`src/circle_vertex_generator_core_defines.svh`:
```
// ---------------------------------------------------------------------------
// circle vertex generator assertion macros
// shared concurrent assertion forms, compiled out when SYNTH is defined
// ---------------------------------------------------------------------------
`ifndef CIRCLE_VERTEX_GENERATOR_CORE_DEFINES_SVH
`define CIRCLE_VERTEX_GENERATOR_CORE_DEFINES_SVH

`ifndef SYNTH

// same-cycle implication
`define CVG_ASSERT_IMPL(label, clk, rst, cond, prop) \
  label: assert property (@(posedge clk) disable iff (rst) (cond) |-> (prop)) \
    else $error("cvg assertion failed");

// next-cycle implication
`define CVG_ASSERT_NEXT(label, clk, rst, cond, prop) \
  label: assert property (@(posedge clk) disable iff (rst) (cond) |=> (prop)) \
    else $error("cvg assertion failed");

`else

`define CVG_ASSERT_IMPL(label, clk, rst, cond, prop)
`define CVG_ASSERT_NEXT(label, clk, rst, cond, prop)

`endif

`endif

```
`src/cvg_pkg.sv`:
```
// ---------------------------------------------------------------------------
// cvg_pkg
// shared types, constants and the rotation coefficient table builder
// ---------------------------------------------------------------------------
package cvg_pkg;

  localparam int MAX_VERTICES = 64;
  localparam int FRAC_BITS    = 16;
  localparam int TRIG_BITS    = 30;
  localparam int PI_NUM       = 31415;
  localparam int PI_DEN       = 10000;
  localparam int TAYLOR_ORDER = 14;

  localparam int COORD_W = 32;
  localparam int DIAM_W  = 31;
  localparam int COUNT_W = 7;
  localparam int INDEX_W = 6;
  localparam int COEF_W  = FRAC_BITS + 2;
  localparam int ROM_AW  = $clog2(MAX_VERTICES);

  // queue depth must stay a power of two, pointers wrap naturally
  localparam int QUEUE_DEPTH = 2;
  localparam int QPTR_W      = $clog2(QUEUE_DEPTH);

  typedef struct packed {
    logic        [DIAM_W-1:0]  diameter;
    logic signed [COORD_W-1:0] center_x;
    logic signed [COORD_W-1:0] center_y;
    logic        [COUNT_W-1:0] vertex_count;
  } req_word_t;

  typedef struct packed {
    logic signed [COORD_W-1:0] point_x;
    logic signed [COORD_W-1:0] point_y;
    logic        [INDEX_W-1:0] vertex_index;
    logic                      last_vertex;
  } vtx_word_t;

  typedef struct packed {
    logic signed [COEF_W-1:0] rot_cos;
    logic signed [COEF_W-1:0] rot_sin;
  } coef_pair_t;

  typedef struct packed {
    logic signed [COORD_W-1:0] start_x;
    logic signed [COORD_W-1:0] center_x;
    logic signed [COORD_W-1:0] center_y;
    logic        [COUNT_W-1:0] count;
    coef_pair_t                coef;
  } job_t;

  // shift-subtract divide, elaboration use only
  function automatic longint unsigned udiv(input longint unsigned num,
                                           input longint unsigned den);
    longint unsigned quo;
    longint unsigned rem;
    quo = '0;
    rem = '0;
    for (int i = 63; i >= 0; i--) begin
      rem = {rem[62:0], num[i]};
      if (rem >= den) begin
        rem    = rem - den;
        quo[i] = 1'b1;
      end
    end
    return quo;
  endfunction

  // q30 product, rounded to nearest on the magnitude
  function automatic longint qmul(input longint a, input longint b);
    longint unsigned ma;
    longint unsigned mb;
    longint unsigned p;
    logic            neg;
    neg = (a < 0) != (b < 0);
    ma  = (a < 0) ? longint'(-a) : longint'(a);
    mb  = (b < 0) ? longint'(-b) : longint'(b);
    p   = (ma * mb + (64'd1 << (TRIG_BITS - 1))) >> TRIG_BITS;
    return neg ? -longint'(p) : longint'(p);
  endfunction

  // divide truncating toward zero
  function automatic longint sdiv(input longint a, input longint unsigned k);
    longint unsigned m;
    longint unsigned q;
    m = (a < 0) ? longint'(-a) : longint'(a);
    q = udiv(m, k);
    return (a < 0) ? -longint'(q) : longint'(q);
  endfunction

  // round q30 to coefficient precision and saturate
  function automatic logic signed [COEF_W-1:0] to_coef(input longint v);
    longint r;
    longint hi;
    longint lo;
    r  = (v + (64'sd1 <<< (TRIG_BITS - FRAC_BITS - 1))) >>> (TRIG_BITS - FRAC_BITS);
    hi = (64'sd1 <<< (COEF_W - 1)) - 64'sd1;
    lo = -hi - 64'sd1;
    if (r > hi) begin
      r = hi;
    end else if (r < lo) begin
      r = lo;
    end
    return COEF_W'(r);
  endfunction

  // cos and sin of 2*pi/n: taylor series on an eighth of the angle,
  // then three angle doublings
  function automatic coef_pair_t rom_entry(input int unsigned n);
    longint unsigned num;
    longint unsigned den;
    longint          alpha;
    longint          term;
    longint          c;
    longint          s;
    longint          nc;
    longint          ns;
    coef_pair_t      res;
    num   = (64'd2 * 64'(PI_NUM)) << TRIG_BITS;
    den   = 64'(PI_DEN) * 64'd8 * 64'(n);
    alpha = longint'(udiv(num + (den >> 1), den));
    term  = 64'sd1 <<< TRIG_BITS;
    c     = term;
    s     = 0;
    for (int k = 1; k <= TAYLOR_ORDER; k++) begin
      term = sdiv(qmul(term, alpha), 64'(k));
      unique case (k % 4)
        0:       c = c + term;
        1:       s = s + term;
        2:       c = c - term;
        default: s = s - term;
      endcase
    end
    for (int k = 0; k < 3; k++) begin
      nc = qmul(c, c) - qmul(s, s);
      ns = 2 * qmul(s, c);
      c  = nc;
      s  = ns;
    end
    res.rot_cos = to_coef(c);
    res.rot_sin = to_coef(s);
    return res;
  endfunction

endpackage

```
`src/cvg_front.sv`:
```
// ---------------------------------------------------------------------------
// cvg_front
// request intake: clamps the count, drops empty requests, fetches coefficients
// ---------------------------------------------------------------------------
`include "circle_vertex_generator_core_defines.svh"

module cvg_front (
  input  logic               clk,
  input  logic               rst,
  input  logic               req_valid,
  output logic               req_ready,
  input  cvg_pkg::req_word_t req,
  output logic               push_valid,
  input  logic               push_ready,
  output cvg_pkg::job_t      push_job
);

  cvg_pkg::coef_pair_t             coef_tab [cvg_pkg::MAX_VERTICES];
  logic [cvg_pkg::COUNT_W-1:0]     n_clamp;
  logic [cvg_pkg::ROM_AW-1:0]      rom_addr;
  logic                            req_fire;
  logic                            slot_valid;
  cvg_pkg::job_t                   slot;

  // coefficient table, entry g holds the step for g+1 vertices
  for (genvar g = 0; g < cvg_pkg::MAX_VERTICES; g++) begin : g_tab
    localparam cvg_pkg::coef_pair_t ENTRY = cvg_pkg::rom_entry(g + 1);
    assign coef_tab[g] = ENTRY;
  end

  assign n_clamp = (req.vertex_count > cvg_pkg::COUNT_W'(cvg_pkg::MAX_VERTICES)) ?
                   cvg_pkg::COUNT_W'(cvg_pkg::MAX_VERTICES) : req.vertex_count;
  assign rom_addr = cvg_pkg::ROM_AW'(n_clamp - 1'b1);

  assign req_ready  = !slot_valid || push_ready;
  assign req_fire   = req_valid && req_ready;
  assign push_valid = slot_valid;
  assign push_job   = slot;

  always_ff @(posedge clk) begin
    if (rst) begin
      slot_valid <= 1'b0;
    end else if (req_fire && (n_clamp != '0)) begin
      slot_valid <= 1'b1;
    end else if (push_ready) begin
      slot_valid <= 1'b0;
    end
  end

  always_ff @(posedge clk) begin
    if (req_fire) begin
      slot.start_x  <= cvg_pkg::COORD_W'(req.diameter >> 1);
      slot.center_x <= req.center_x;
      slot.center_y <= req.center_y;
      slot.count    <= n_clamp;
      slot.coef     <= coef_tab[rom_addr];
    end
  end

  `CVG_ASSERT_IMPL(a_slot_count, clk, rst, slot_valid, (slot.count != '0 && slot.count <= cvg_pkg::COUNT_W'(cvg_pkg::MAX_VERTICES)))

endmodule

```
`config.mk`:
```
export PLATFORM = sky130hd
export DESIGN_NAME = cvg_front
export DESIGN_NICKNAME = d
export VERILOG_FILES = /design/src/cvg_pkg.sv /design/src/cvg_front.sv
export VERILOG_INCLUDE_DIRS = /design/src /design/src/src
export SDC_FILE = /design/constraint.sdc
export NUM_CORES = 1
export LEC_CHECK = 0
export ABC_AREA = 0
export ABC_CLOCK_PERIOD_IN_PS = 7730
export BUFFER_PORTS_ARGS = -buffer_cell sky130_fd_sc_hd__buf_4
export CORE_ASPECT_RATIO = 2
export CORE_MARGIN = 4
export CORE_UTILIZATION = 45
export DETAILED_ROUTE_END_ITERATION = 6
export HOLD_SLACK_MARGIN = 0.05
export MAX_ROUTING_LAYER = met4
export PLACE_DENSITY = 0.73
export SYNTH_ARGS = -nofsm -noshare
export SYNTH_HDL_FRONTEND = slang
export SYNTH_SLANG_ARGS = --single-unit
```
`constraint.sdc`:
```
create_clock -name clk -period 7.73 [get_ports clk]
set_clock_uncertainty 0.15 [all_clocks]
set_input_delay 0.3865 -clock clk [delete_from_list [all_inputs] [get_ports clk]]
set_output_delay 0.3865 -clock clk [all_outputs]
set_load 0.005 [all_outputs]
```
Yosys cells after proc, flatten, opt, wreduce, memory -nomap -nowiden
Memory sizes are Yosys's and may differ from the RTL's. A register that Yosys moved wholly into a read port is not among the register bits.
Cells that the tools add are included.
Storage, ports and cells
  word-level logic and storage cells: 18
  bits in read-only memories: 2304
  memories: 1
  register bits: 102
Operators by class
  mux-type cells: 3
  reduce and logical (&&, ||, !) cells: 6
  add/sub/neg operators: 1
  bitwise logic cells: 1
  magnitude comparators: 1
Memories
  (name not given): depth 64, width 36, read ports 1, clocked after Yosys merged registers in 1, wr ports 0, line cvg_front.sv:56  | slot.coef <= coef_tab[rom_addr];
Operators by type and width (number)
  > comparator 7 bit, second input constant: 1
  two-way mux 7 bit: 1
  inverter 6 -> 7 bit: 1
  nonzero test 7 bit: 1
  subtractor 6 x 1 -> 6 bit, second input constant: 1
  logical AND 1 bit: 2
  two-way mux 1 bit: 2
  nonzero test 2 bit: 1
  zero test 1 bit: 1
  logical OR 1 bit: 1

Logic depth before layout (Yosys ltp)
Gate-level depths: netlist (run 1).
  word-level depth: 5
  depth in mapped cells: 15

Worst setup path after synthesis (run 1)
Ideal clock, no wire load.
  path kind: input port to flip-flop
  start point: input push_ready
  end point: register push_job[0] (netlist name)
  setup slack: 3.368 ns
  library setup time: 0.513 ns
  cell stages on the path: 2
  arrival: 3.699 ns
  data required time: 7.067 ns
  path through: nand2b_1 and2_1
On the way
  longest elaborated chain between the ends: 2
Ends and longest elaborated chain
  start, declared: line cvg_front.sv:14  | input logic push_ready,
  logical OR 1 bit: line cvg_front.sv:35  | assign req_ready = !slot_valid || push_ready;
  logical AND 1 bit: line cvg_front.sv:36  | assign req_fire = req_valid && req_ready;
  named net req_fire: line cvg_front.sv:21  | logic req_fire;
The timed path passes the listed nets, and every way through them passes these cells.
A chain may end at the register's enable or synchronous reset.

Final worst setup path (run 1)
  start point: input req[6] in the netlist's numbering
  end point: register push_job[4] (netlist name)
On the way
  longest elaborated chain between the ends: 4
Ends and longest elaborated chain
  start, declared: line cvg_front.sv:12  | input cvg_pkg::req_word_t req,
  > comparator 7 bit: line cvg_front.sv:31  | assign n_clamp = (req.vertex_count > cvg_pkg::COUNT_W'(cvg_pkg::MAX_VERTICES)) ?
  two-way mux 7 bit: line cvg_front.sv:31
  subtractor 6 x 1 -> 6 bit: line cvg_front.sv:33  | assign rom_addr = cvg_pkg::ROM_AW'(n_clamp - 1'b1);
  inverter 6 -> 7 bit (not written as such): line cvg_front.sv:56
No other way between the ends.

==> results of run 1 <==
[power by group]
part | internal, W | switching (W)
sequential | 0.000891 | 0.0000181
combinational | 0.000209 | 0.000285
clock | 0.000444 | 0.000326
[cells in the mapped netlist (all sizes together) (3+ instances only)]
cell type / n
clkbuf: 26
nand2b: 12
nand2: 63
a31oi: 17
a21oi: 60
nor2b: 6
a22oi: 3
a211o: 7
xnor2: 4
nand4: 3
or3: 6
a211oi: 8
a311oi: 6
a21o: 5
o21ai: 42
o311ai: 7
nor2: 56
inv: 9
o211ai: 9
nor3: 22
or2: 4
nand3: 16
a32oi: 7
a221oi: 6
o221ai: 7
a221o: 3
ha: 14
o22ai: 7
a2111oi: 5
edfxtp: 137
buf: 44
o32ai: 3
and2: 3
mux2i: 4
nor4: 5
[critical path, delay by kind of cell]
kind / cells / cell delay, ps
xor+xnor: 1 / 200
compound gates: 3 / 860
fa+ha+maj: 1 / 700
buf+inv: 4 / 1780
simple gates: 2 / 850
[cell families after synthesis]
| kind of cell | after synthesis |
|---|---|
| multiplexers | 6 |
| other | 1 |
| AO/OA/AOI/OAI | 223 |
| adder cells (fa/ha/maj) | 14 |
| AND/OR/NAND/NOR | 204 |
| flip-flops | 138 |
| XOR/XNOR | 4 |
| buffers and inverters | 80 |
[flip-flops by register name, summed over array words and instances (netlist names)]
| signal | cells |
|---|---|
| push_valid | 1 |
| push_job | 137 |
[routing by layer]
| metal | track usage (%) | share of wire (%) | vias up |
|---|---|---|---|
| li1 | - | - | 3170 |
| met1 | 36.9 | 33 | 3439 |
| met2 | 58.0 | 52 | 529 |
| met3 | 7.56 | 8.4 | 121 |
| met4 | 19.8 | 6.7 | 0 |
| met5 | - | 0 | - |
[final timing paths]
path,end,from
setup reg to reg,push_job[11],push_valid
hold reg to reg,push_valid,push_valid
hold / removal,push_valid,req_valid
setup / recovery,push_job[4],req[6]
[layout make-up]
type                            instances  area, sq um
Sequential cell                       138         4130
Multi-Input combinational cell        453         2790
Clock buffer                           19          433
Timing Repair Buffer                  347         2840
Fill cell                            1187         5170
Inverter                               10         37.5
Clock inverter                         13          121
Tap cell                              201          251
[through the flow]
stage	cell area, sq um	hold slack [ps]
after global placement	9110	354
after floorplan	7260	306
after detailed placement	9110	369
final	10600	81.2
after global routing	10600	107
after CTS	10600	81.3
==> metrics.csv, run 1 <==
metric,value,unit
mux share of post-synthesis cell area,0.965,%
Final Max Tran Viols,0,
Crit path required time,7690,ps
RSZ-0062 raised after global routing,no,
PortBufs,243,
Setup TNS,0,ps
CTS tree,done,
R2R cell count,3,
"FF+latch count, synth",138,
startpoint types,input port,
global-route wire length before repair,46100,um
Congestion Overflow GR,0,
Routed Antenna Nets,0,
leakage,4.17,nW
cell count after synthesis,670,
CTS Buffer Depth,2,
Post-Synth Simple-Gate Area,13.4,%
Routability Congestion,1.01,
Die H,188,um
most frequent cells in the layout,"buf_4, edfxtp_1, dlygate4sd3_1",
crit path capture type,register,
crit-path max FO,63,
fin crit period,4850,ps
Final #Nets,1087,
mapped cell area,0.00726,sq mm
vias in the first global route,7085,
row count,65,
"FFs w/ async S/R, synth",0,%
pin count of the biggest net entering global routing,84,
Most used DFF post-synth,edfxtp_1,
sequential fraction of the synthesis area,56.9,%
critical-path cell with the highest stage delay,ha_1,
status,completed,
post-CTS setup buffers,0,
"EDFF count, synth",137,
worst skew pair latency,420,ps
Final Hold Viols,0,
share of cells above drive strength 1,30.8,%
"top cells by area, synth","edfxtp_1, a21oi_1, nand2_1, o21ai_0, nor2_1",
clock sink count,138,
Pwr Total,0.00217,W
drt drc,0,
reg2reg setup slack,5160,ps
I/O Pins,247,
critical path arrival,4810,ps
vias post-DR,7259,
worst vdd ir,0.168,mV
Initial Util,46.0,%
synthesis-to-finish area growth,46.1,%
dominant cell type by area after synthesis,edfxtp_1,
DIE AREA,0.0184,sq mm
Post-CTS Hold Buffers,95,
DRT Pass-1 Iters,7,
"most common cell after layout, fill and taps aside",buf_4,
hold depth,3,
Chip Width,97.8,um
Syn Area/Cell,10.8,sq um
final worst setup slack,2880,ps
Routed wire per std cell,26.4,um
Worst Hold Class,in -> reg,
Ant. Diodes,0,
largest family of logic cells by synthesized area,compound AO/OA/AOI/OAI gates,
CP max stage delay,700,ps
Finished Core Util,67.3,%
pre-CTS setup slack,2670,ps
Synth Area in Compound Gates,20.6,%
Tcrit/Tclk final,62.8,%
crit-path cells,buf_4 -> nand2b_1 -> ha_1 -> inv_1 -> xnor2_2 -> buf_4 -> inv_2 -> nor3_1 -> a311oi_1 -> a311oi_1 -> a31oi_1,
Max H-tree Level,4,
"non-filler cells, final",1181,
drt via density,6.15,
initial antenna violation count,0,
root buf cell,clkbuf_16,
Max Cap Viol,0,
Rel. slew slack,33.1,%
Worst-path clk slew,70,ps
pwr dens,205,mW/mm^2
critical path class,in -> reg,
adder-cell area share of the yosys netlist,2.41,%
1st-iter DRT viols,1040,
Yosys warnings,0,
placed insts,1054,
XOR/XNOR share of the synthesized area,0.483,%
total core area,0.0158,sq mm
CTS buffer count,17,
GRT Total Usage,34.5,%
fmax,206,MHz
post-DP HPWL,20000,um
Final setup viols,0,
post-CTS resize count,0,
WL final,31200,um
Netlist cell types,72,
top-area cell type share of the netlist area,56.7,%
Worst-Margin Slew,1000,ps
No activity file was read; power rests on OpenSTA's default activity.
==> run 2: changes to the inputs <==
--- a/config.mk
+++ b/config.mk
@@ -7,7 +7,7 @@
 export NUM_CORES = 1
 export LEC_CHECK = 0
 export ABC_AREA = 0
-export ABC_CLOCK_PERIOD_IN_PS = 7730
+export ABC_CLOCK_PERIOD_IN_PS = 4100
 export BUFFER_PORTS_ARGS = -buffer_cell sky130_fd_sc_hd__buf_4
 export CORE_ASPECT_RATIO = 2
 export CORE_MARGIN = 4
@@ -15,7 +15,7 @@
 export DETAILED_ROUTE_END_ITERATION = 6
 export HOLD_SLACK_MARGIN = 0.05
 export MAX_ROUTING_LAYER = met4
-export PLACE_DENSITY = 0.73
+export PLACE_DENSITY = 0.76
 export SYNTH_ARGS = -nofsm -noshare
 export SYNTH_HDL_FRONTEND = slang
 export SYNTH_SLANG_ARGS = --single-unit
==> constraint.sdc (replaced) <==
create_clock -name clk -period 4.1 [get_ports clk]
set_clock_uncertainty 0.15 [all_clocks]
set_input_delay 0.205 -clock clk [delete_from_list [all_inputs] [get_ports clk]]
set_output_delay 0.205 -clock clk [all_outputs]
set_load 0.005 [all_outputs]
==> metrics.csv, run 2 (synthesis gave the netlist of run 1 again) <==
metric,value,unit,change
CTS Buffer Depth,2,,unchanged
"most common cell after layout, fill and taps aside",buf_4,,unchanged
GRT Total Usage,36.3,%,was 34.5%
Finished Core Util,70.2,%,was 67.3%
crit path capture type,register,,unchanged
Worst Hold Path EP,push_job[41],,was push_valid
crit-path cells,dlygate4sd3_1 -> buf_4 -> nand2b_1 -> ha_1 -> inv_1 -> xnor2_2 -> buf_12 -> inv_2 -> buf_4 -> buf_4 -> nand2_1 -> a21oi_1 -> a211oi_1 -> o311ai_0,,was buf_4 -> nand2b_1 -> ha_1 -> inv_1 -> xnor2_2 -> buf_4 -> inv_2 -> nor3_1 -> a311oi_1 -> a311oi_1 -> a31oi_1
share of cells above drive strength 1,33.6,%,was 30.8%
Routability Congestion,0.996,,was 1.01
Setup TNS,0,ps,unchanged
Final #Nets,1139,,was 1087
clock share of power,36.2,%,was 35.4%
PortBufs,243,,unchanged
post-DP HPWL,22000,um,was 20000 um
critical path class,in -> reg,,unchanged
Rel. slew slack,43.2,%,was 33.1%
fmax,307,MHz,
sequential share of power,40.0,%,was 41.8%
vias in the first global route,7386,,was 7085
DRT Pass-1 Iters,7,,unchanged
pin count of the biggest net entering global routing,57,,was 84
fin crit period,3250,ps,
internal power,0.00309,W,was 0.00154 W
vias post-DR,7468,,was 7259
Chip Width,97.8,um,unchanged
Congestion Overflow GR,0,,unchanged
hold depth,2,,was 3
pwr dens,387,mW/mm^2,was 205 mW/mm^2
DIE AREA,0.0184,sq mm,unchanged
RSZ-0062 raised after global routing,no,,unchanged
initial antenna violation count,2,,was 0
Tcrit/Tclk final,79.3,%,
failing checks,design-rule violations,,
worst r2r src,push_valid,,unchanged
critical path arrival,3280,ps,was 4810 ps
combinational share of power,23.8,%,was 22.7%
WHS,83.5,ps,was 81.2 ps
clock sink count,138,,unchanged
FILL cells,1153,,was 1187
crit-path max FO,29,,was 63
worst vdd ir,0.275,mV,was 0.168 mV
Final Hold Viols,0,,unchanged
WL final,33000,um,was 31200 um
reg2reg setup slack,1960,ps,was 5160 ps
drt via density,6.04,,was 6.15
Die H,188,um,unchanged
Initial Util,46.0,%,unchanged
status,"finished, violations left",,was completed
CP max stage delay,540,ps,was 700 ps
placed cell area,0.00952,sq mm,was 0.00911 sq mm
Worst Hold Class,in -> reg,,unchanged
Final setup viols,0,,unchanged
global-route wire length before repair,48500,um,was 46100 um
startpoint types,input port,,unchanged
Worst-path clk slew,60,ps,was 70 ps
CTS buffer count,17,,unchanged
I/O Pins,247,,unchanged
root buf cell,clkbuf_16,,unchanged
leakage,4.46,nW,was 4.17 nW
Final Max Tran Viols,0,,unchanged
cell repeated most along the worst path,buf_4,,
Crit path required time,4130,ps,was 7690 ps
critical-path cell with the highest stage delay,dlygate4sd3_1,,was ha_1
synthesis-to-finish area growth,52.6,%,was 46.1%
CTS tree,done,,unchanged
most frequent cells in the layout,"buf_4, edfxtp_1, dlygate4sd3_1",,unchanged
1st-iter DRT viols,1105,,was 1040
Max Cap Viol,0,,unchanged
post-CTS setup buffers,0,,unchanged
row count,65,,unchanged
Worst-Margin Slew,851,ps,was 1000 ps
min-delay src,req[5],,was req_valid
number of flip-flops under the largest register name,137,,unchanged
R2R cell count,3,,unchanged
total core area,0.0158,sq mm,unchanged
Routed Antenna Nets,0,,unchanged
Switching Share,27.8,%,was 28.9%
drt drc,2,,was 0
Max H-tree Level,4,,unchanged
worst skew pair latency,410,ps,was 420 ps
Routed wire per std cell,26.7,um,was 26.4 um
capturing point of the worst reg2reg path,push_job[121],,was push_job[11]
NetSw,0.00119,W,was 0.000629 W
Finished Cell Area,0.0111,sq mm,was 0.0106 sq mm
==> run 2: changes by cell type in the layout (fill, tap and decap cells not counted), sizes merged <==
| cell | change |
|---|---|
| clkinvlp | -4 |
| buf | +50 |
| diode | +3 |
| clkbuf | +1 |
| dlygate4sd3 | +2 |
| clkinv | +1 |
| bufinv | +2 |
==> run 2: final cells by class <==
type                    instances  area [sq um]  area share [%]
inverters                      10          37.5           0.339
repair buffers                399          3290            29.7
flip-flops and latches        138          4130            37.3
multi-input cells             453          2780            25.1
clock inverters                12           148            1.33
clock buffers                  20           437            3.94
well taps                     201           251            2.27
diodes                          3          7.51          0.0678
==> run 2: critical path, delay by kind of cell <==
kind | cells | cell delay (ps)
and+or+nand+nor | 2 | 280
adders and majority gates | 1 | 240
xor gates and xnor gates | 1 | 140
AOI/OAI and AO/OA | 3 | 600
buffers and inverters | 7 | 1790
==> run 2: worst max path at each step <==
| stage | startpoint | cells past startpoint | slack (ps) | end |
|---|---|---|---|---|
| after floorplan | req[6] | 14 | 650 | push_job[10] |
| after global placement | req[6] | 10 | 1050 | push_job[24] |
| after detailed placement | req[6] | 13 | 1030 | push_job[23] |
| after CTS | req[6] | 14 | 910 | push_job[23] |
| after global routing | req[6] | 14 | 660 | push_job[23] |
| final | req[6] | 14 | 850 | push_job[23] |
==> run 2: power by group through the flow <==
stage	Combinational (W)	Sequential (W)	Clock, W
after floorplan	0.000415	0.00175	0
after global placement	0.000900	0.00173	0
after detailed placement	0.000902	0.00174	0
after CTS	0.000986	0.00171	0.00152
after global routing	0.00107	0.00172	0.00162
final	0.00102	0.00171	0.00155
==> run 2: through the flow <==
stage	worst slack (ps)	cells	power, W
after floorplan	646	671	0.00216
after global placement	1050	1104	0.00263
after detailed placement	1030	1104	0.00264
after CTS	907	1233	0.00421
after global routing	658	1236	0.00442
final	848	1236	0.00428
==> run 2: metal layers <==
metal	share of wire, %	wire, um	track usage [%]	up-vias
met5	0	0	-	-
met2	52	17300	62.7	521
met1	33	11000	39.2	3547
met3	8.0	2630	6.03	116
li1	-	-	-	3284
met4	6.3	2090	19.5	0
==> run 2: repair_timing <==
action / in CTS / in global routing
gates resized for setup: 0 / 0
hold endpoints to repair: 97 / 0
hold buffers: 97 / 0
==> run 3: changes to the inputs <==
--- a/config.mk
+++ b/config.mk
@@ -7,7 +7,7 @@
 export NUM_CORES = 1
 export LEC_CHECK = 0
 export ABC_AREA = 0
-export ABC_CLOCK_PERIOD_IN_PS = 4100
+export ABC_CLOCK_PERIOD_IN_PS = 2700
 export BUFFER_PORTS_ARGS = -buffer_cell sky130_fd_sc_hd__buf_4
 export CORE_ASPECT_RATIO = 2
 export CORE_MARGIN = 4
==> constraint.sdc (replaced) <==
create_clock -name clk -period 2.7 [get_ports clk]
set_clock_uncertainty 0.15 [all_clocks]
set_input_delay 0.135 -clock clk [delete_from_list [all_inputs] [get_ports clk]]
set_output_delay 0.135 -clock clk [all_outputs]
set_load 0.005 [all_outputs]
==> metrics.csv, run 3 (synthesis gave the netlist of run 1 again) <==
metric,value,unit,change
initial antenna violation count,0,,was 2
Worst Hold Path EP,push_job[40],,was push_job[41]
DIE AREA,0.0184,sq mm,unchanged
Worst-path clk slew,60,ps,about the same
FILL cells,1052,,was 1153
synthesis-to-finish area growth,61.9,%,was 52.6%
Congestion Overflow GR,0,,unchanged
fin crit period,2640,ps,
PortBufs,243,,unchanged
1st-iter DRT viols,1043,,was 1105
Routed Antenna Nets,0,,unchanged
Worst Hold Class,in -> reg,,unchanged
CP max stage delay,550,ps,was 540 ps
Final Max Tran Viols,0,,unchanged
Worst-Margin Slew,609,ps,was 851 ps
Setup TNS,0,ps,unchanged
Final Hold Viols,0,,unchanged
crit path capture type,register,,unchanged
Chip Width,97.8,um,unchanged
status,completed,,"was finished, violations left"
number of flip-flops under the largest register name,137,,unchanged
CTS Buffer Depth,2,,unchanged
Crit path required time,2710,ps,was 4130 ps
min-delay src,req[4],,was req[5]
"most common cell after layout, fill and taps aside",buf_4,,unchanged
share of cells above drive strength 1,39.2,%,was 33.6%
critical path class,in -> reg,,unchanged
DRT Pass-1 Iters,7,,unchanged
worst skew pair latency,420,ps,was 410 ps
R2R cell count,3,,unchanged
Sequential Area,0.00413,sq mm,unchanged
total core area,0.0158,sq mm,unchanged
row count,65,,unchanged
crit-path cells,buf_4 -> dlygate4sd3_1 -> buf_4 -> o21bai_1 -> nand2b_4 -> mux2_4 -> buf_4 -> a311oi_1 -> buf_4 -> a31oi_1,,was dlygate4sd3_1 -> buf_4 -> nand2b_1 -> ha_1 -> inv_1 -> xnor2_2 -> buf_12 -> inv_2 -> buf_4 -> buf_4 -> nand2_1 -> a21oi_1 -> a211oi_1 -> o311ai_0
area of the multi-input gates,0.00280,sq mm,was 0.00278 sq mm
Rel. slew slack,59.4,%,was 43.2%
clock sink count,138,,unchanged
worst vdd ir,0.454,mV,was 0.275 mV
fmax,379,MHz,
I/O Pins,247,,unchanged
Routability Congestion,0.968,,was 0.996
Final setup viols,0,,unchanged
drt drc,0,,was 2
Die H,188,um,unchanged
Max Cap Viol,0,,unchanged
capturing point of the worst reg2reg path,push_job[5],,was push_job[121]
reg2reg setup slack,880,ps,was 1960 ps
WL final,36500,um,was 33000 um
Routed wire per std cell,27.8,um,was 26.7 um
Final #Nets,1218,,was 1139
hold depth,3,,was 2
global-route wire length before repair,53700,um,was 48500 um
pwr dens,571,mW/mm^2,was 387 mW/mm^2
drt via density,6.20,,was 6.04
RSZ-0062 raised after global routing,no,,unchanged
met3 WL,3400,um,was 2630 um
post-DP HPWL,24700,um,was 22000 um
startpoint types,input port,,unchanged
vias post-DR,8145,,was 7468
critical path arrival,2650,ps,was 3280 ps
most frequent cells in the layout,"buf_4, edfxtp_1, dlygate4sd3_1",,unchanged
DR WL met2,18900,um,was 17300 um
cell repeated most along the worst path,buf_4,,unchanged
pin count of the biggest net entering global routing,54,,was 57
Finished Core Util,74.5,%,was 70.2%
critical-path cell with the highest stage delay,dlygate4sd3_1,,unchanged
uppermost layer routed,met4,,unchanged
vias in the first global route,8083,,was 7386
Pwr Total,0.00671,W,was 0.00428 W
Max H-tree Level,4,,unchanged
GRT Total Usage,40.4,%,was 36.3%
CTS tree,done,,unchanged
root buf cell,clkbuf_16,,unchanged
CTS buffer count,17,,unchanged
crit-path max FO,13,,was 29
Initial Util,46.0,%,unchanged
Tcrit/Tclk final,97.7,%,
leakage,4.86,nW,was 4.46 nW
M1 WL,11700,um,was 11000 um
worst r2r src,push_valid,,unchanged
## run 3: power breakdown
group / switching (W) / total [W] / internal (W)
Combinational: 0.000928 / 0.00175 / 0.000818
Clock: 0.000984 / 0.00235 / 0.00136
Sequential: 0.0000669 / 0.00262 / 0.00255
Total: 0.00198 / 0.00671 / 0.00473
## run 3: layout make-up
class                      count  area share [%]
tap                          201            2.14
multi-input combinational    453            23.8
clock buffer                  18            3.65
antenna                        1          0.0213
timing repair buffer         478            33.6
clock inverter                14            1.26
inverter                      10           0.362
sequential                   138            35.2
## run 3: timing repair
| action | 4_1_cts | 5_1_grt |
|---|---|---|
| endpoints found under the hold margin | 97 | 0 |
| endpoints found under the setup margin | 0 | 1 |
| resized for setup | 0 | 1 |
| setup buffers | 0 | 0 |
| hold buffers | 98 | 0 |
## run 3: metal layers
layer	up-vias	track usage (%)
met2	675	70.3
met5	-	-
met3	156	6.59
li1	3444	-
met1	3870	43.6
met4	0	21.2
## run 3: worst max-delay path by stage
stage / start / endpoint / slack, ps
global route: req[6] / push_job[1] / 7
CTS: req[6] / push_job[4] / 120
global placement: req[6] / push_job[4] / -60
detailed placement: req[6] / push_job[4] / -110
floorplan: req[6] / push_job[10] / 3
finish: req[6] / push_job[4] / 60
## run 3: worst max-delay path: cells and delay by family
family                 cells  cell delay, ps
AOI/OAI and AO/OA          3             730
buffers and inverters      5            1260
and+or+nand+nor            1             110
muxes                      1             400
## run 3: through the flow
stage               instance area (sq um)  std cells  hold WS [ps]  setup WS (ps)
floorplan                            7340        671          54.1           2.84
global placement                    10200       1182           139          -60.6
detailed placement                  10200       1182           142           -107
CTS                                 11800       1312           123            123
global route                        11800       1312           166           6.59
finish                              11800       1313           157           61.1
