File: src/circle_vertex_generator_core_defines.svh
// ---------------------------------------------------------------------------
// circle vertex generator assertion macros
// shared concurrent assertion forms, compiled out when SYNTH is defined
// ---------------------------------------------------------------------------
`ifndef CIRCLE_VERTEX_GENERATOR_CORE_DEFINES_SVH
`define CIRCLE_VERTEX_GENERATOR_CORE_DEFINES_SVH

`ifndef SYNTH

// same-cycle implication
`define CVG_ASSERT_IMPL(label, clk, rst, cond, prop) \
  label: assert property (@(posedge clk) disable iff (rst) (cond) |-> (prop)) \
    else $error("cvg assertion failed");

// next-cycle implication
`define CVG_ASSERT_NEXT(label, clk, rst, cond, prop) \
  label: assert property (@(posedge clk) disable iff (rst) (cond) |=> (prop)) \
    else $error("cvg assertion failed");

`else

`define CVG_ASSERT_IMPL(label, clk, rst, cond, prop)
`define CVG_ASSERT_NEXT(label, clk, rst, cond, prop)

`endif

`endif

File: src/cvg_pkg.sv
// ---------------------------------------------------------------------------
// cvg_pkg
// shared types, constants and the rotation coefficient table builder
// ---------------------------------------------------------------------------
package cvg_pkg;

  localparam int MAX_VERTICES = 64;
  localparam int FRAC_BITS    = 16;
  localparam int TRIG_BITS    = 30;
  localparam int PI_NUM       = 31415;
  localparam int PI_DEN       = 10000;
  localparam int TAYLOR_ORDER = 14;

  localparam int COORD_W = 32;
  localparam int DIAM_W  = 31;
  localparam int COUNT_W = 7;
  localparam int INDEX_W = 6;
  localparam int COEF_W  = FRAC_BITS + 2;
  localparam int ROM_AW  = $clog2(MAX_VERTICES);

  // queue depth must stay a power of two, pointers wrap naturally
  localparam int QUEUE_DEPTH = 2;
  localparam int QPTR_W      = $clog2(QUEUE_DEPTH);

  typedef struct packed {
    logic        [DIAM_W-1:0]  diameter;
    logic signed [COORD_W-1:0] center_x;
    logic signed [COORD_W-1:0] center_y;
    logic        [COUNT_W-1:0] vertex_count;
  } req_word_t;

  typedef struct packed {
    logic signed [COORD_W-1:0] point_x;
    logic signed [COORD_W-1:0] point_y;
    logic        [INDEX_W-1:0] vertex_index;
    logic                      last_vertex;
  } vtx_word_t;

  typedef struct packed {
    logic signed [COEF_W-1:0] rot_cos;
    logic signed [COEF_W-1:0] rot_sin;
  } coef_pair_t;

  typedef struct packed {
    logic signed [COORD_W-1:0] start_x;
    logic signed [COORD_W-1:0] center_x;
    logic signed [COORD_W-1:0] center_y;
    logic        [COUNT_W-1:0] count;
    coef_pair_t                coef;
  } job_t;

  // shift-subtract divide, elaboration use only
  function automatic longint unsigned udiv(input longint unsigned num,
                                           input longint unsigned den);
    longint unsigned quo;
    longint unsigned rem;
    quo = '0;
    rem = '0;
    for (int i = 63; i >= 0; i--) begin
      rem = {rem[62:0], num[i]};
      if (rem >= den) begin
        rem    = rem - den;
        quo[i] = 1'b1;
      end
    end
    return quo;
  endfunction

  // q30 product, rounded to nearest on the magnitude
  function automatic longint qmul(input longint a, input longint b);
    longint unsigned ma;
    longint unsigned mb;
    longint unsigned p;
    logic            neg;
    neg = (a < 0) != (b < 0);
    ma  = (a < 0) ? longint'(-a) : longint'(a);
    mb  = (b < 0) ? longint'(-b) : longint'(b);
    p   = (ma * mb + (64'd1 << (TRIG_BITS - 1))) >> TRIG_BITS;
    return neg ? -longint'(p) : longint'(p);
  endfunction

  // divide truncating toward zero
  function automatic longint sdiv(input longint a, input longint unsigned k);
    longint unsigned m;
    longint unsigned q;
    m = (a < 0) ? longint'(-a) : longint'(a);
    q = udiv(m, k);
    return (a < 0) ? -longint'(q) : longint'(q);
  endfunction

  // round q30 to coefficient precision and saturate
  function automatic logic signed [COEF_W-1:0] to_coef(input longint v);
    longint r;
    longint hi;
    longint lo;
    r  = (v + (64'sd1 <<< (TRIG_BITS - FRAC_BITS - 1))) >>> (TRIG_BITS - FRAC_BITS);
    hi = (64'sd1 <<< (COEF_W - 1)) - 64'sd1;
    lo = -hi - 64'sd1;
    if (r > hi) begin
      r = hi;
    end else if (r < lo) begin
      r = lo;
    end
    return COEF_W'(r);
  endfunction

  // cos and sin of 2*pi/n: taylor series on an eighth of the angle,
  // then three angle doublings
  function automatic coef_pair_t rom_entry(input int unsigned n);
    longint unsigned num;
    longint unsigned den;
    longint          alpha;
    longint          term;
    longint          c;
    longint          s;
    longint          nc;
    longint          ns;
    coef_pair_t      res;
    num   = (64'd2 * 64'(PI_NUM)) << TRIG_BITS;
    den   = 64'(PI_DEN) * 64'd8 * 64'(n);
    alpha = longint'(udiv(num + (den >> 1), den));
    term  = 64'sd1 <<< TRIG_BITS;
    c     = term;
    s     = 0;
    for (int k = 1; k <= TAYLOR_ORDER; k++) begin
      term = sdiv(qmul(term, alpha), 64'(k));
      unique case (k % 4)
        0:       c = c + term;
        1:       s = s + term;
        2:       c = c - term;
        default: s = s - term;
      endcase
    end
    for (int k = 0; k < 3; k++) begin
      nc = qmul(c, c) - qmul(s, s);
      ns = 2 * qmul(s, c);
      c  = nc;
      s  = ns;
    end
    res.rot_cos = to_coef(c);
    res.rot_sin = to_coef(s);
    return res;
  endfunction

endpackage

File: src/cvg_queue.sv
// ---------------------------------------------------------------------------
// cvg_queue
// small job queue between request front end and vertex engine
// ---------------------------------------------------------------------------
`include "circle_vertex_generator_core_defines.svh"

module cvg_queue (
  input  logic          clk,
  input  logic          rst,
  input  logic          push_valid,
  output logic          push_ready,
  input  cvg_pkg::job_t push_job,
  output logic          pop_valid,
  input  logic          pop_ready,
  output cvg_pkg::job_t pop_job
);

  cvg_pkg::job_t                 entries [cvg_pkg::QUEUE_DEPTH];
  logic [cvg_pkg::QPTR_W-1:0]    wr_ptr;
  logic [cvg_pkg::QPTR_W-1:0]    rd_ptr;
  logic [cvg_pkg::QPTR_W:0]      count;
  logic                          push_fire;
  logic                          pop_fire;

  assign push_ready = (count != (cvg_pkg::QPTR_W + 1)'(cvg_pkg::QUEUE_DEPTH));
  assign pop_valid  = (count != '0);
  assign pop_job    = entries[rd_ptr];
  assign push_fire  = push_valid && push_ready;
  assign pop_fire   = pop_valid && pop_ready;

  always_ff @(posedge clk) begin
    if (rst) begin
      wr_ptr <= '0;
      rd_ptr <= '0;
      count  <= '0;
    end else begin
      if (push_fire) begin
        wr_ptr <= wr_ptr + 1'b1;
      end
      if (pop_fire) begin
        rd_ptr <= rd_ptr + 1'b1;
      end
      if (push_fire && !pop_fire) begin
        count <= count + 1'b1;
      end else if (pop_fire && !push_fire) begin
        count <= count - 1'b1;
      end
    end
  end

  always_ff @(posedge clk) begin
    if (push_fire) begin
      entries[wr_ptr] <= push_job;
    end
  end

  `CVG_ASSERT_IMPL(a_ptr_match, clk, rst, (count == '0 || count == (cvg_pkg::QPTR_W + 1)'(cvg_pkg::QUEUE_DEPTH)), (wr_ptr == rd_ptr))
  `CVG_ASSERT_NEXT(a_push_lands, clk, rst, (push_fire && !pop_fire), (count == $past(count) + 1'b1))

endmodule

File: config.mk
export PLATFORM = sky130hd
export DESIGN_NAME = cvg_queue
export DESIGN_NICKNAME = d
export VERILOG_FILES = /design/src/cvg_pkg.sv /design/src/cvg_queue.sv
export VERILOG_INCLUDE_DIRS = /design/src /design/src/src
export SDC_FILE = /design/constraint.sdc
export NUM_CORES = 1
export LEC_CHECK = 0
export BUFFER_PORTS_ARGS = -buffer_cell sky130_fd_sc_hd__clkbuf_2
export CAP_MARGIN = 0
export CORE_ASPECT_RATIO = 0.6
export CORE_MARGIN = 2
export CORE_UTILIZATION = 52
export CTS_CLUSTER_SIZE = 12
export DETAILED_ROUTE_END_ITERATION = 10
export GPL_TIMING_DRIVEN = 1
export PLACE_DENSITY = 0.79
export SLEW_MARGIN = 20
export SYNTH_ARGS = -nofsm -noshare
export SYNTH_HDL_FRONTEND = slang
export SYNTH_SLANG_ARGS = --single-unit
File: constraint.sdc
create_clock -name clk -period 5.1 [get_ports clk]
set_input_delay 0 -clock clk [delete_from_list [all_inputs] [get_ports clk]]
set_output_delay 0 -clock clk [all_outputs]
set_load 0.01 [all_outputs]
# Word level (Yosys, flattened, before mapping)
# Memory sizes are Yosys's and may differ from the RTL's. A register that Yosys moved wholly into a read port is not among the register bits.
# Cells that the tools add are included.
dict set report classes {
  addsub 4
  n_eq_ne 1
  mux 6
  n_reduce_logical 8
}
# operator n
set op_table {}
lappend op_table {{logical AND 1 bit} 4}
lappend op_table {{2-to-1 mux 1 bit} 4}
lappend op_table {{2-to-1 mux 2 bit} 2}
lappend op_table {{nonzero test 2 bit} 2}
lappend op_table {{adder 1 bit, second input constant} 2}
lappend op_table {{adder 2 x 1 -> 2 bit, second input constant} 1}
lappend op_table {{logical NOT 1 bit} 2}
lappend op_table {{!= test 2 bit, second input constant} 1}
lappend op_table {{subtractor 2 x 1 -> 2 bit, second input constant} 1}
dict set report word_totals {
  register_bits 4
  ram_bits 278
  out_inout_bits 141
  mem_count 1
}
# memory depth width read_ports rd_ports_with_merged_regs wr line
set mem_list {}
lappend mem_list {entries 2 139 1 1 1 cvg_queue.sv:18} ;# cvg_pkg::job_t entries [cvg_pkg::QUEUE_DEPTH];

# Longest topological paths before layout
# Gate-level depths: netlist (run 1).
dict set report logic_depth {
  ltp_word 6
  mapped_depth 6
}

# Least setup slack after synthesis (run 1)
# No wires, ideal clock.
dict set report synth_timing {
  path_kind {reg-to-reg}
  start {register count[0] (netlist bit)}
  end {memory entries[1][0] (netlist bit), enable pin}
  setup_time_ns 0.516
  arrival_time_ns 3.884
  t_required_ns 4.584
  slack_ns 0.700
  stages_incl_launch_ff 3
  n_path_buf 0
  cell_sequence {dfxtp_1 nand2b_1 and3_1}
}
dict set report synth_between {
  elab_chain_len 4
}
# element line
set synth_rtl {}
lappend synth_rtl {{from (decl)} cvg_queue.sv:21} ;# logic [cvg_pkg::QPTR_W:0] count;
lappend synth_rtl {{from (signal assigned)} cvg_queue.sv:44} ;# count <= count + 1'b1;
lappend synth_rtl {{from (signal assigned)} cvg_queue.sv:46} ;# count <= count - 1'b1;
lappend synth_rtl {{!= test 2 bit} cvg_queue.sv:25} ;# assign push_ready = (count != (cvg_pkg::QPTR_W + 1)'(cvg_pkg::QUEUE_DEPTH));
lappend synth_rtl {{net push_ready} cvg_queue.sv:11} ;# output logic push_ready,
lappend synth_rtl {{logical AND 1 bit} cvg_queue.sv:28} ;# assign push_fire = push_valid && push_ready;
lappend synth_rtl {{2-to-1 mux 1 bit} cvg_queue.sv:52} ;# if (push_fire) begin
lappend synth_rtl {{2-to-1 mux 1 bit (implied by the code)} cvg_queue.sv:53} ;# entries[wr_ptr] <= push_job;
lappend synth_rtl {{to (decl)} cvg_queue.sv:18}
# The timed path passes the listed nets, and every way through them passes these cells.

==> flow_metrics.env, run 1 <==
export IMPL_critical_path_buf_inv_count=2
export IMPL_postCtsSetupBuffers=0
export IMPL_synth_common_cells="edfxtp_1 (278), mux2_2 (139), buf_6 (11)"
export IMPL_tightest_slew_ps=853
export IMPL_p_total_mw=6.43
export IMPL_numCtsBuffers=28
export IMPL_fin_skew_ps=12.0
export IMPL_max_stage_delay_ps=910
export IMPL_min_period_over_period_pct=52.8
export IMPL_critPathCaptureType="output port"
export IMPL_row_count=39
export IMPL_clkSlewWorstSetupHoldPaths_ps=60
export IMPL_setup_viol=0
export IMPL_critPathTopFamily="flip-flops"
export IMPL_power_density_nw_per_um2=454
export IMPL_gp_congestion=0.807
export IMPL_status="completed"
export IMPL_synthFlopType="edfxtp_1"
export IMPL_fin_hold_ws_ps=143
export IMPL_hp_class="input port to flop"
export IMPL_syn_inst=456
export IMPL_ys_seq_elements=283
export IMPL_ys_warnings_count=0
export IMPL_fin_tns_setup_ps=0
export IMPL_ys_async_sr_fraction_pct=0
export IMPL_max_clock_path_buffers=3
export IMPL_die_w_um=186
export IMPL_avgSynthCellArea_sq_um=22.6
export IMPL_first_global_vias=6300
export IMPL_coreArea_sq_um=19200
export IMPL_crit_fanout=59
export IMPL_fin_nets=1044
export IMPL_synth_edff_count=278
export IMPL_maxSlewViolCount=0
export IMPL_cts_resized=0
export IMPL_avgRoutedWirePerCell_um=19.8
export IMPL_hold_viol_final=0
export IMPL_synth_largest_area_cell="edfxtp_1"
export IMPL_yosysMostFrequentCell="edfxtp_1"
export IMPL_num_vias=5981
export IMPL_grt_pass1_wl_um=34700
export IMPL_vias_per_cell=5.06
export IMPL_rsz0062_at_grt="false"
export IMPL_relSlewSlack_pct=43.2
export IMPL_initial_core_util_pct=53.5
export IMPL_n_fill_cell=1143
export IMPL_crit_slowest_cell="dfxtp_4"
export IMPL_root_buffer="clkbuf_16"
export IMPL_drt_pass1_iter_count=4
export IMPL_syn_to_final_growth_pct=37.7
export IMPL_crit_path_start_kind="flop"
export IMPL_grt_max_degree=83
export IMPL_yosysSeqAreaShare_pct=82.1
export IMPL_antenna_found_initial=1
export IMPL_insertion_delay_ps=520
export IMPL_drt_iter0_drc=442
export IMPL_syn_area_sq_um=10300
export IMPL_preCtsSetupSlack_ps=2800
export IMPL_rrSetupSlack_ps=2720
export IMPL_wirelength_um=23400
export IMPL_path_class="flop to output port"
export IMPL_grt_usage_pct=21.8
export IMPL_dp_hpwl_um=13400
export IMPL_port_buffer_count=283
export IMPL_drive_gt1_share_pct=50.5
export IMPL_period_needed_ps=2690
export IMPL_antenna_left=0
export IMPL_final_setup_worst_slack_ps=2410
export IMPL_overflow=0
export IMPL_htree_levels=1
export IMPL_cp_cell_sequence="buf_4 -> mux2_2 -> clkbuf_2"
export IMPL_die_area_sq_um=21000
export IMPL_p_leak_nw=5.38
export IMPL_ioPinCount=284
export IMPL_yosys_top_cells_area="edfxtp_1 (81%), mux2_2 (15%), buf_6 (1.2%)"
export IMPL_ir_drop_v=0.000430
export IMPL_synthesis_nets=600
export IMPL_cp_required_ps=5100
export IMPL_max_freq_mhz=371
export IMPL_route_detailed_drc=0
export IMPL_cts_sinks=283
export IMPL_die_height_um=113
export IMPL_netlist_area_leader_share_pct=81.2
export IMPL_arrival_ps=2690
export IMPL_cts_tree="built"
export IMPL_cap_violations=0
export IMPL_synth_cell_types=19
[worst register-to-register path: stages (launching register included)]
cell and delay [ps]:
dfxtp_1 400, nand2b_1 240, nand3b_1 200, inv_4 600, buf_12 500
[per-layer routing]
| layer | GRT usage (%) | up-vias | wire, um |
|---|---|---|---|
| met1 | 26.8 | 2926 | 9060 |
| li1 | - | 2715 | - |
| met4 | 5.51 | 0 | 462 |
| met2 | 38.6 | 302 | 11700 |
| met5 | 0 | - | 0 |
| met3 | 5.89 | 38 | 2160 |
[cells in the final DEF (no fill, tap or decap)]
| cell type | n |
|---|---|
| or3_1 | 1 |
| a21bo_2 | 1 |
| and2_1 | 1 |
| clkbuf_1 | 12 |
| dlygate4sd3_1 | 142 |
| mux2_2 | 139 |
| diode_2 | 1 |
| or2_2 | 1 |
| buf_4 | 2 |
| clkbuf_16 | 29 |
| clkinv_1 | 1 |
| and3_4 | 1 |
| edfxtp_1 | 278 |
| ha_1 | 1 |
| nand2b_1 | 1 |
| clkbuf_2 | 283 |
| nor2_1 | 3 |
| dfxtp_1 | 4 |
| nand3b_1 | 1 |
| dfxtp_4 | 1 |
| clkinv_2 | 1 |
| o21ai_0 | 2 |
| inv_4 | 1 |
| xor2_1 | 3 |
| a21oi_1 | 2 |
| inv_8 | 1 |
| buf_12 | 2 |
[worst paths after layout]
kind / from / endpoint / cells after the start
worst max-delay path: flop / pop_job[19] / 3
worst min-delay path: push_valid / count[0] / 5
worst max register to register: count[0] / entries[0][17] / 4
worst min register to register: rd_ptr / rd_ptr / 2
[power by group]
part           total (mW)  internal, mW  switching [mW]  leakage, nW
sequential           3.05          2.91           0.140         2.64
clock                1.82          1.04           0.789        0.383
combinational        1.56         0.740           0.819         2.36
total                6.43          4.68            1.75         5.38
[layout make-up]
class / count / area (sq um) / share of cell area (%)
Inverter: 1 / 6.26 / 0.0442
Tap cell: 266 / 333 / 2.35
Sequential cell: 283 / 8450 / 59.7
Antenna cell: 1 / 2.50 / 0.0177
Timing Repair Buffer: 429 / 2890 / 20.4
Multi-Input combinational cell: 157 / 1690 / 11.9
Clock buffer: 41 / 771 / 5.44
Clock inverter: 3 / 20.0 / 0.141
[through the flow]
stage          std cells  cell area [sq um]  util [%]
2_1_floorplan        456              10300         -
6_report            1181              14200      73.7
5_1_grt             1181              14200      73.7
3_3_place_gp         994              12000      62.2
3_5_place_dp         994              12000      62.2
4_1_cts             1180              14200      73.7
[registers in the layout, indices dropped and copies added (netlist names), named ones only]
signal   cells
count        2
wr_ptr       1
entries    278
rd_ptr       1
[what timing repair did]
action / CTS / global route
hold buffers: 142 / 0
setup endpoints to repair: 0 / 0
endpoints found under the hold margin: 283 / 0
[cells by family after synthesis]
group | synth area share [%]
adder cells (fa/ha/maj) | 0.122
AND/OR/NAND/NOR | 0.487
flip-flops | 82.1
AO/OA/AOI/OAI | 0.292
multiplexers | 15.2
XOR/XNOR | 0.256
buffers and inverters | 1.48
Note: power is estimated with default switching activity, not from simulation.
==> run 2, diff against run 1 <==
--- a/config.mk
+++ b/config.mk
@@ -6,15 +6,16 @@
 export SDC_FILE = /design/constraint.sdc
 export NUM_CORES = 1
 export LEC_CHECK = 0
+export ABC_AREA = 1
 export BUFFER_PORTS_ARGS = -buffer_cell sky130_fd_sc_hd__clkbuf_2
 export CAP_MARGIN = 0
 export CORE_ASPECT_RATIO = 0.6
 export CORE_MARGIN = 2
-export CORE_UTILIZATION = 52
+export CORE_UTILIZATION = 47
 export CTS_CLUSTER_SIZE = 12
 export DETAILED_ROUTE_END_ITERATION = 10
 export GPL_TIMING_DRIVEN = 1
-export PLACE_DENSITY = 0.79
+export PLACE_DENSITY = 0.76
 export SLEW_MARGIN = 20
 export SYNTH_ARGS = -nofsm -noshare
 export SYNTH_HDL_FRONTEND = slang
==> constraint.sdc (replaced) <==
create_clock -name clk -period 2.3 [get_ports clk]
set_input_delay 0 -clock clk [delete_from_list [all_inputs] [get_ports clk]]
set_output_delay 0 -clock clk [all_outputs]
set_load 0.01 [all_outputs]
==> run 2 against run 1 <==
Against the previous run:
- first-iteration DRC count decreased by 33%
- largest power group unchanged
- die area increased by 10%
- critical path type unchanged
- critical path depth unchanged
- routed wire length decreased by 3.7%
==> flow_metrics.env, run 2 <==
export IMPL_die_area_sq_um=23200
export IMPL_final_cells=1203
export IMPL_antenna_found_initial=0
export IMPL_diodes=0
export IMPL_syn_inst=469
export IMPL_port_buffer_count=283
export IMPL_maxSlewViolCount=0
export IMPL_largest_register="entries"
export IMPL_synthesis_nets=613
export IMPL_hold_viol_final=0
export IMPL_ir_drop_v=0.000555
export IMPL_row_count=41
export IMPL_crit_slowest_cell="mux2_2"
export IMPL_netlist_area_leader_share_pct=81.0
export IMPL_mostFrequentLayoutCell="clkbuf_2"
export IMPL_status="completed"
export IMPL_crit_fanout=97
export IMPL_insertion_delay_ps=520
export IMPL_synthFlopType="edfxtp_1"
export IMPL_synth_cell_types=14
export IMPL_yosys_top_cells_area="edfxtp_1 (81%), mux2_2 (15%), buf_6 (1.2%)"
export IMPL_wirelength_um=22500
export IMPL_ys_async_sr_fraction_pct=0
export IMPL_p_total_mw=13.9
export IMPL_regArea_sq_um=8450
export IMPL_root_buffer="clkbuf_16"
export IMPL_setup_viol=0
export IMPL_syn_to_final_growth_pct=37.9
export IMPL_cap_violations=0
export IMPL_cts_tree="built"
export IMPL_dp_hpwl_um=13100
export IMPL_die_w_um=195
export IMPL_avgRoutedWirePerCell_um=18.7
export IMPL_max_freq_mhz=513
export IMPL_cp_required_ps=2300
export IMPL_arrival_ps=1950
export IMPL_power_density_nw_per_um2=980
export IMPL_coreArea_sq_um=21200
export IMPL_ys_seq_elements=283
export IMPL_drt_pass1_iter_count=4
export IMPL_placedInstanceArea_sq_um=12100
export IMPL_grt_pass1_wl_um=34300
export IMPL_fin_skew_ps=9.84
export IMPL_rsz0062_at_grt="false"
export IMPL_clkSlewWorstSetupHoldPaths_ps=60
export IMPL_initial_core_util_pct=48.5
export IMPL_multi_input_area_sq_um=1700
export IMPL_route_detailed_drc=0
export IMPL_min_period_over_period_pct=84.8
export IMPL_fin_nets=1058
export IMPL_critPathCaptureType="output port"
export IMPL_final_cell_mix="clkbuf_2 (283), edfxtp_1 (278), dlygate4sd3_1 (142), mux2_2 (139), clkbuf_16 (27)"
export IMPL_yosysSeqAreaShare_pct=82.0
export IMPL_overflow=0
export IMPL_largest_register_ffs=278
export IMPL_synth_common_cells="edfxtp_1 (278), mux2_2 (139), buf_6 (11)"
export IMPL_ioPinCount=284
export IMPL_critical_path_buf_inv_count=2
export IMPL_p_leak_nw=5.41
export IMPL_synth_edff_count=278
export IMPL_hp_class="input port to flop"
export IMPL_max_stage_delay_ps=420
export IMPL_gp_congestion=0.742
export IMPL_cts_sinks=283
export IMPL_critPathTopFamily="buffers and inverters"
export IMPL_relSlewSlack_pct=58.6
export IMPL_htree_levels=1
export IMPL_vias_per_cell=4.97
export IMPL_grt_usage_pct=19.1
export IMPL_yosysMostFrequentCell="edfxtp_1"
export IMPL_tightest_slew_ps=621
export IMPL_preCtsSetupSlack_ps=769
export IMPL_first_global_vias=6347
export IMPL_die_height_um=119
export IMPL_finalInstanceArea_sq_um=14200
export IMPL_synth_largest_area_cell="edfxtp_1"
export IMPL_cp_cell_sequence="buf_12 -> mux2_2 -> clkbuf_2"
export IMPL_antenna_left=0
export IMPL_numCtsBuffers=27
export IMPL_reg_top3="entries x278, count x2"
export IMPL_dp_cells=1022
export IMPL_final_setup_worst_slack_ps=351
export IMPL_max_clock_path_buffers=3
export IMPL_ys_warnings_count=0
export IMPL_drive_gt1_share_pct=50.1
export IMPL_period_needed_ps=1950
export IMPL_syn_area_sq_um=10300
export IMPL_avgSynthCellArea_sq_um=22.0
export IMPL_num_vias=5978
export IMPL_grt_max_degree=98
export IMPL_drt_iter0_drc=296
export IMPL_path_class="flop to output port"
export IMPL_crit_path_start_kind="flop"
export IMPL_n_fill_cell=1414
[run 2: changes by cell type in the layout (fill, tap and decap cells not counted), sizes merged, moves of 2 or more]
cell | before | now
nand3 | 0 | 2
nand2 | 0 | 9
buf | 4 | 6
clkbuf | 324 | 320
xor2 | 3 | 0
inv | 2 | 8
nor2 | 3 | 7
[run 2: cell type report]
cell class / instances / area share [%]
Clock buffer: 37 / 5.02
Clock inverter: 2 / 0.0617
Inverter: 8 / 0.211
Multi-Input combinational cell: 163 / 12.0
Sequential cell: 283 / 59.5
Tap cell: 279 / 2.46
Timing Repair Buffer: 431 / 20.7
[run 2: metal layers]
metal	wire length [um]	up-vias	global-route usage [%]
met1	9350	2946	24.8
met2	10900	266	32.3
met4	437	0	4.06
met3	1810	36	5.37
li1	-	2730	-
met5	0	-	0
[run 2: path summary, 6_finish.rpt]
path	slack (ps)	start	cells past startpoint	to
worst max-delay path	350	flop	3	pop_job[95]
worst min-delay path	210	push_job[53]	2	entries[0][53]
worst max register to register	770	count[0]	5	entries[0][25]
worst min register to register	510	rd_ptr	2	rd_ptr
[run 2: metrics by stage]
stage / hold slack (ps) / utilization [%] / TNS, ps
CTS: 183 / 66.9 / 0
global route: 192 / 66.9 / 0
global placement: 189 / 56.8 / 0
floorplan: 98.9 / - / -194930
detailed placement: 192 / 56.8 / 0
finish: 210 / 66.9 / 0
[run 2: what timing repair did]
item | in CTS | in global routing
gates resized for setup | 0 | 0
hold buffers | 142 | 0
endpoints found under the hold margin | 283 | 0
buffers inserted | 0 | 0
[run 2: logic make-up (layout without fill, tap and decap cells)]
| group | Yosys count | after routing | share of synthesized area, % |
|---|---|---|---|
| buffers and inverters | 23 | 478 | 1.74 |
| multiplexers | 139 | 139 | 15.2 |
| AO/OA/AOI/OAI | 4 | 4 | 0.194 |
| adder cells (fa/ha/maj) | 1 | 1 | 0.121 |
| AND/OR/NAND/NOR | 19 | 19 | 0.741 |
| flip-flops | 283 | 283 | 82.0 |
[run 2: where the power goes]
group	switching, mW	internal (mW)	total (mW)
Sequential	0.166	6.52	6.69
Combinational	1.86	1.53	3.39
Clock	1.71	2.12	3.84
[run 2: worst register-to-register path, stage by stage, from the launching register on]
cell and delay (ps):
dfxtp_2 330, inv_2 60, nand2_4 80, nand2_4 70
nor2_4 170, buf_12 410
==> run 3, diff against run 2 <==
--- a/config.mk
+++ b/config.mk
@@ -6,16 +6,16 @@
 export SDC_FILE = /design/constraint.sdc
 export NUM_CORES = 1
 export LEC_CHECK = 0
-export ABC_AREA = 1
+export ABC_AREA = 0
 export BUFFER_PORTS_ARGS = -buffer_cell sky130_fd_sc_hd__clkbuf_2
 export CAP_MARGIN = 0
 export CORE_ASPECT_RATIO = 0.6
 export CORE_MARGIN = 2
-export CORE_UTILIZATION = 47
+export CORE_UTILIZATION = 52
 export CTS_CLUSTER_SIZE = 12
 export DETAILED_ROUTE_END_ITERATION = 10
 export GPL_TIMING_DRIVEN = 1
-export PLACE_DENSITY = 0.76
+export PLACE_DENSITY = 0.79
 export SLEW_MARGIN = 20
 export SYNTH_ARGS = -nofsm -noshare
 export SYNTH_HDL_FRONTEND = slang
==> constraint.sdc (replaced) <==
create_clock -name clk -period 2 [get_ports clk]
set_input_delay 0 -clock clk [delete_from_list [all_inputs] [get_ports clk]]
set_output_delay 0 -clock clk [all_outputs]
set_load 0.01 [all_outputs]
==> run 3 against run 2 <==
Against the previous run:
- core utilization is 7.1 points higher
- critical path type unchanged
- global-route usage is 2.3 points higher
- non-clock buffer count stayed put
- clock power is 18% higher
- die area is 9.5% lower
- design area hardly changed
- highest routed layer unchanged
- worst setup slack worse by 260 ps
==> flow_metrics.env, run 3 (synthesized netlist as in run 1, its figures left out) <==
export IMPL_status="completed"
export IMPL_drt_iter0_drc=427
export IMPL_finalInstanceArea_sq_um=14200
export IMPL_grt_pass1_wl_um=34300
export IMPL_root_buffer="clkbuf_16"
export IMPL_m1WireLength_um=8780
export IMPL_setup_viol=0
export IMPL_reg_top3="entries x278, count x2"
export IMPL_fin_nets=1046
export IMPL_relSlewSlack_pct=46.4
export IMPL_first_global_vias=6357
export IMPL_grt_max_degree=140
export IMPL_hold_viol_final=0
export IMPL_top_layer="met4"
export IMPL_drt_pass1_iter_count=5
export IMPL_antenna_found_initial=1
export IMPL_crit_path_start_kind="flop"
export IMPL_cts_sinks=283
export IMPL_syn_to_final_growth_pct=38.2
export IMPL_die_w_um=186
export IMPL_rr_startpoint="count[0]"
export IMPL_met3_length_um=2030
export IMPL_power_density_nw_per_um2=1150
export IMPL_wirelength_um=22900
export IMPL_clkSlewWorstSetupHoldPaths_ps=60
export IMPL_num_vias=5984
export IMPL_min_path_cells=2
export IMPL_dp_cells=996
export IMPL_whs_endpoint="entries[1][122]"
export IMPL_htree_levels=1
export IMPL_overflow=0
export IMPL_ioPinCount=284
export IMPL_period_needed_ps=1910
export IMPL_fin_hold_ws_ps=51.6
export IMPL_reg2reg_depth=4
export IMPL_crit_fanout=93
export IMPL_route_met2_wl_um=11600
export IMPL_hold_start="push_valid"
export IMPL_cap_violations=0
export IMPL_port_buffer_count=283
export IMPL_final_cell_mix="clkbuf_2 (283), edfxtp_1 (278), dlygate4sd3_1 (142), mux2_2 (139), clkbuf_16 (29)"
export IMPL_n_fill_cell=1118
export IMPL_dp_hpwl_um=13500
export IMPL_initial_core_util_pct=53.5
export IMPL_cts_hold_buf=142
export IMPL_p_leak_nw=5.39
export IMPL_hp_class="input port to flop"
export IMPL_preCtsSetupSlack_ps=195
export IMPL_postCtsSetupBuffers=0
export IMPL_final_setup_worst_slack_ps=93.3
export IMPL_tightest_slew_ps=804
export IMPL_critical_path_reg2reg_endpoint="entries[0][28]"
export IMPL_avgRoutedWirePerCell_um=19.4
export IMPL_largest_register="entries"
export IMPL_critPathCaptureType="output port"
export IMPL_antenna_left=0
export IMPL_cts_resized=0
export IMPL_row_count=39
export IMPL_rrSetupSlack_ps=180
export IMPL_gp_congestion=0.785
export IMPL_path_class="flop to output port"
export IMPL_coreArea_sq_um=19200
export IMPL_arrival_ps=1910
export IMPL_cts_tree="built"
export IMPL_min_period_over_period_pct=95.3
export IMPL_grt_usage_pct=21.4
export IMPL_insertion_delay_ps=520
export IMPL_cp_required_ps=2000
export IMPL_die_area_sq_um=21000
export IMPL_final_cells=1177
export IMPL_route_detailed_drc=0
export IMPL_die_height_um=113
export IMPL_numCtsBuffers=28
export IMPL_mostFrequentLayoutCell="clkbuf_2"
export IMPL_vias_per_cell=5.08
export IMPL_drive_gt1_share_pct=51.1
export IMPL_max_clock_path_buffers=3
export IMPL_ir_drop_v=0.000884
export IMPL_rsz0062_at_grt="false"
export IMPL_placedInstanceArea_sq_um=12000
export IMPL_p_total_mw=16.3
export IMPL_largest_register_ffs=278
export IMPL_fin_skew_ps=13.9
export IMPL_maxSlewViolCount=0
export IMPL_max_freq_mhz=524
-- run 3: worst max path at each step --
stage                                 to  cells after the start
after floorplan            entries[0][0]                      3
after global placement    entries[0][75]                      4
after detailed placement  entries[0][77]                      4
after CTS                    pop_job[45]                      3
after global routing         pop_job[72]                      3
final                        pop_job[84]                      3
-- run 3: per-layer routing --
layer	vias up	GRT usage, %
li1	2712	-
met1	2963	25.6
met2	272	38.4
met3	37	6.24
met4	0	5.09
met5	-	0
-- run 3: area by class of cell --
type | instances | area (sq um) | area share, %
Antenna cell | 1 | 2.50 | 0.0176
Clock buffer | 33 | 741 | 5.21
Clock inverter | 5 | 22.5 | 0.158
Inverter | 1 | 7.51 | 0.0528
Multi-Input combinational cell | 157 | 1700 | 11.9
Sequential cell | 283 | 8450 | 59.5
Tap cell | 266 | 333 | 2.34
Timing Repair Buffer | 431 | 2960 | 20.8
-- run 3: worst max-delay path, stage by stage, from the launching register on --
cell      delay, ps
dfxtp_4         370
buf_12          400
mux2_2          410
clkbuf_2        150
-- run 3: power by group --
group / internal (mW) / switching [mW] / leakage, nW
registers: 7.42 / 0.197 / 2.64
logic: 1.95 / 2.21 / 2.38
clock network: 2.57 / 1.97 / 0.369
total: 11.9 / 4.37 / 5.39
-- run 3: metrics by stage --
stage	setup TNS (ps)	util, %
5_1_grt	0	73.9
6_report	0	73.9
2_1_floorplan	-247080	-
3_5_place_dp	0	62.6
4_1_cts	0	73.9
3_3_place_gp	0	62.6
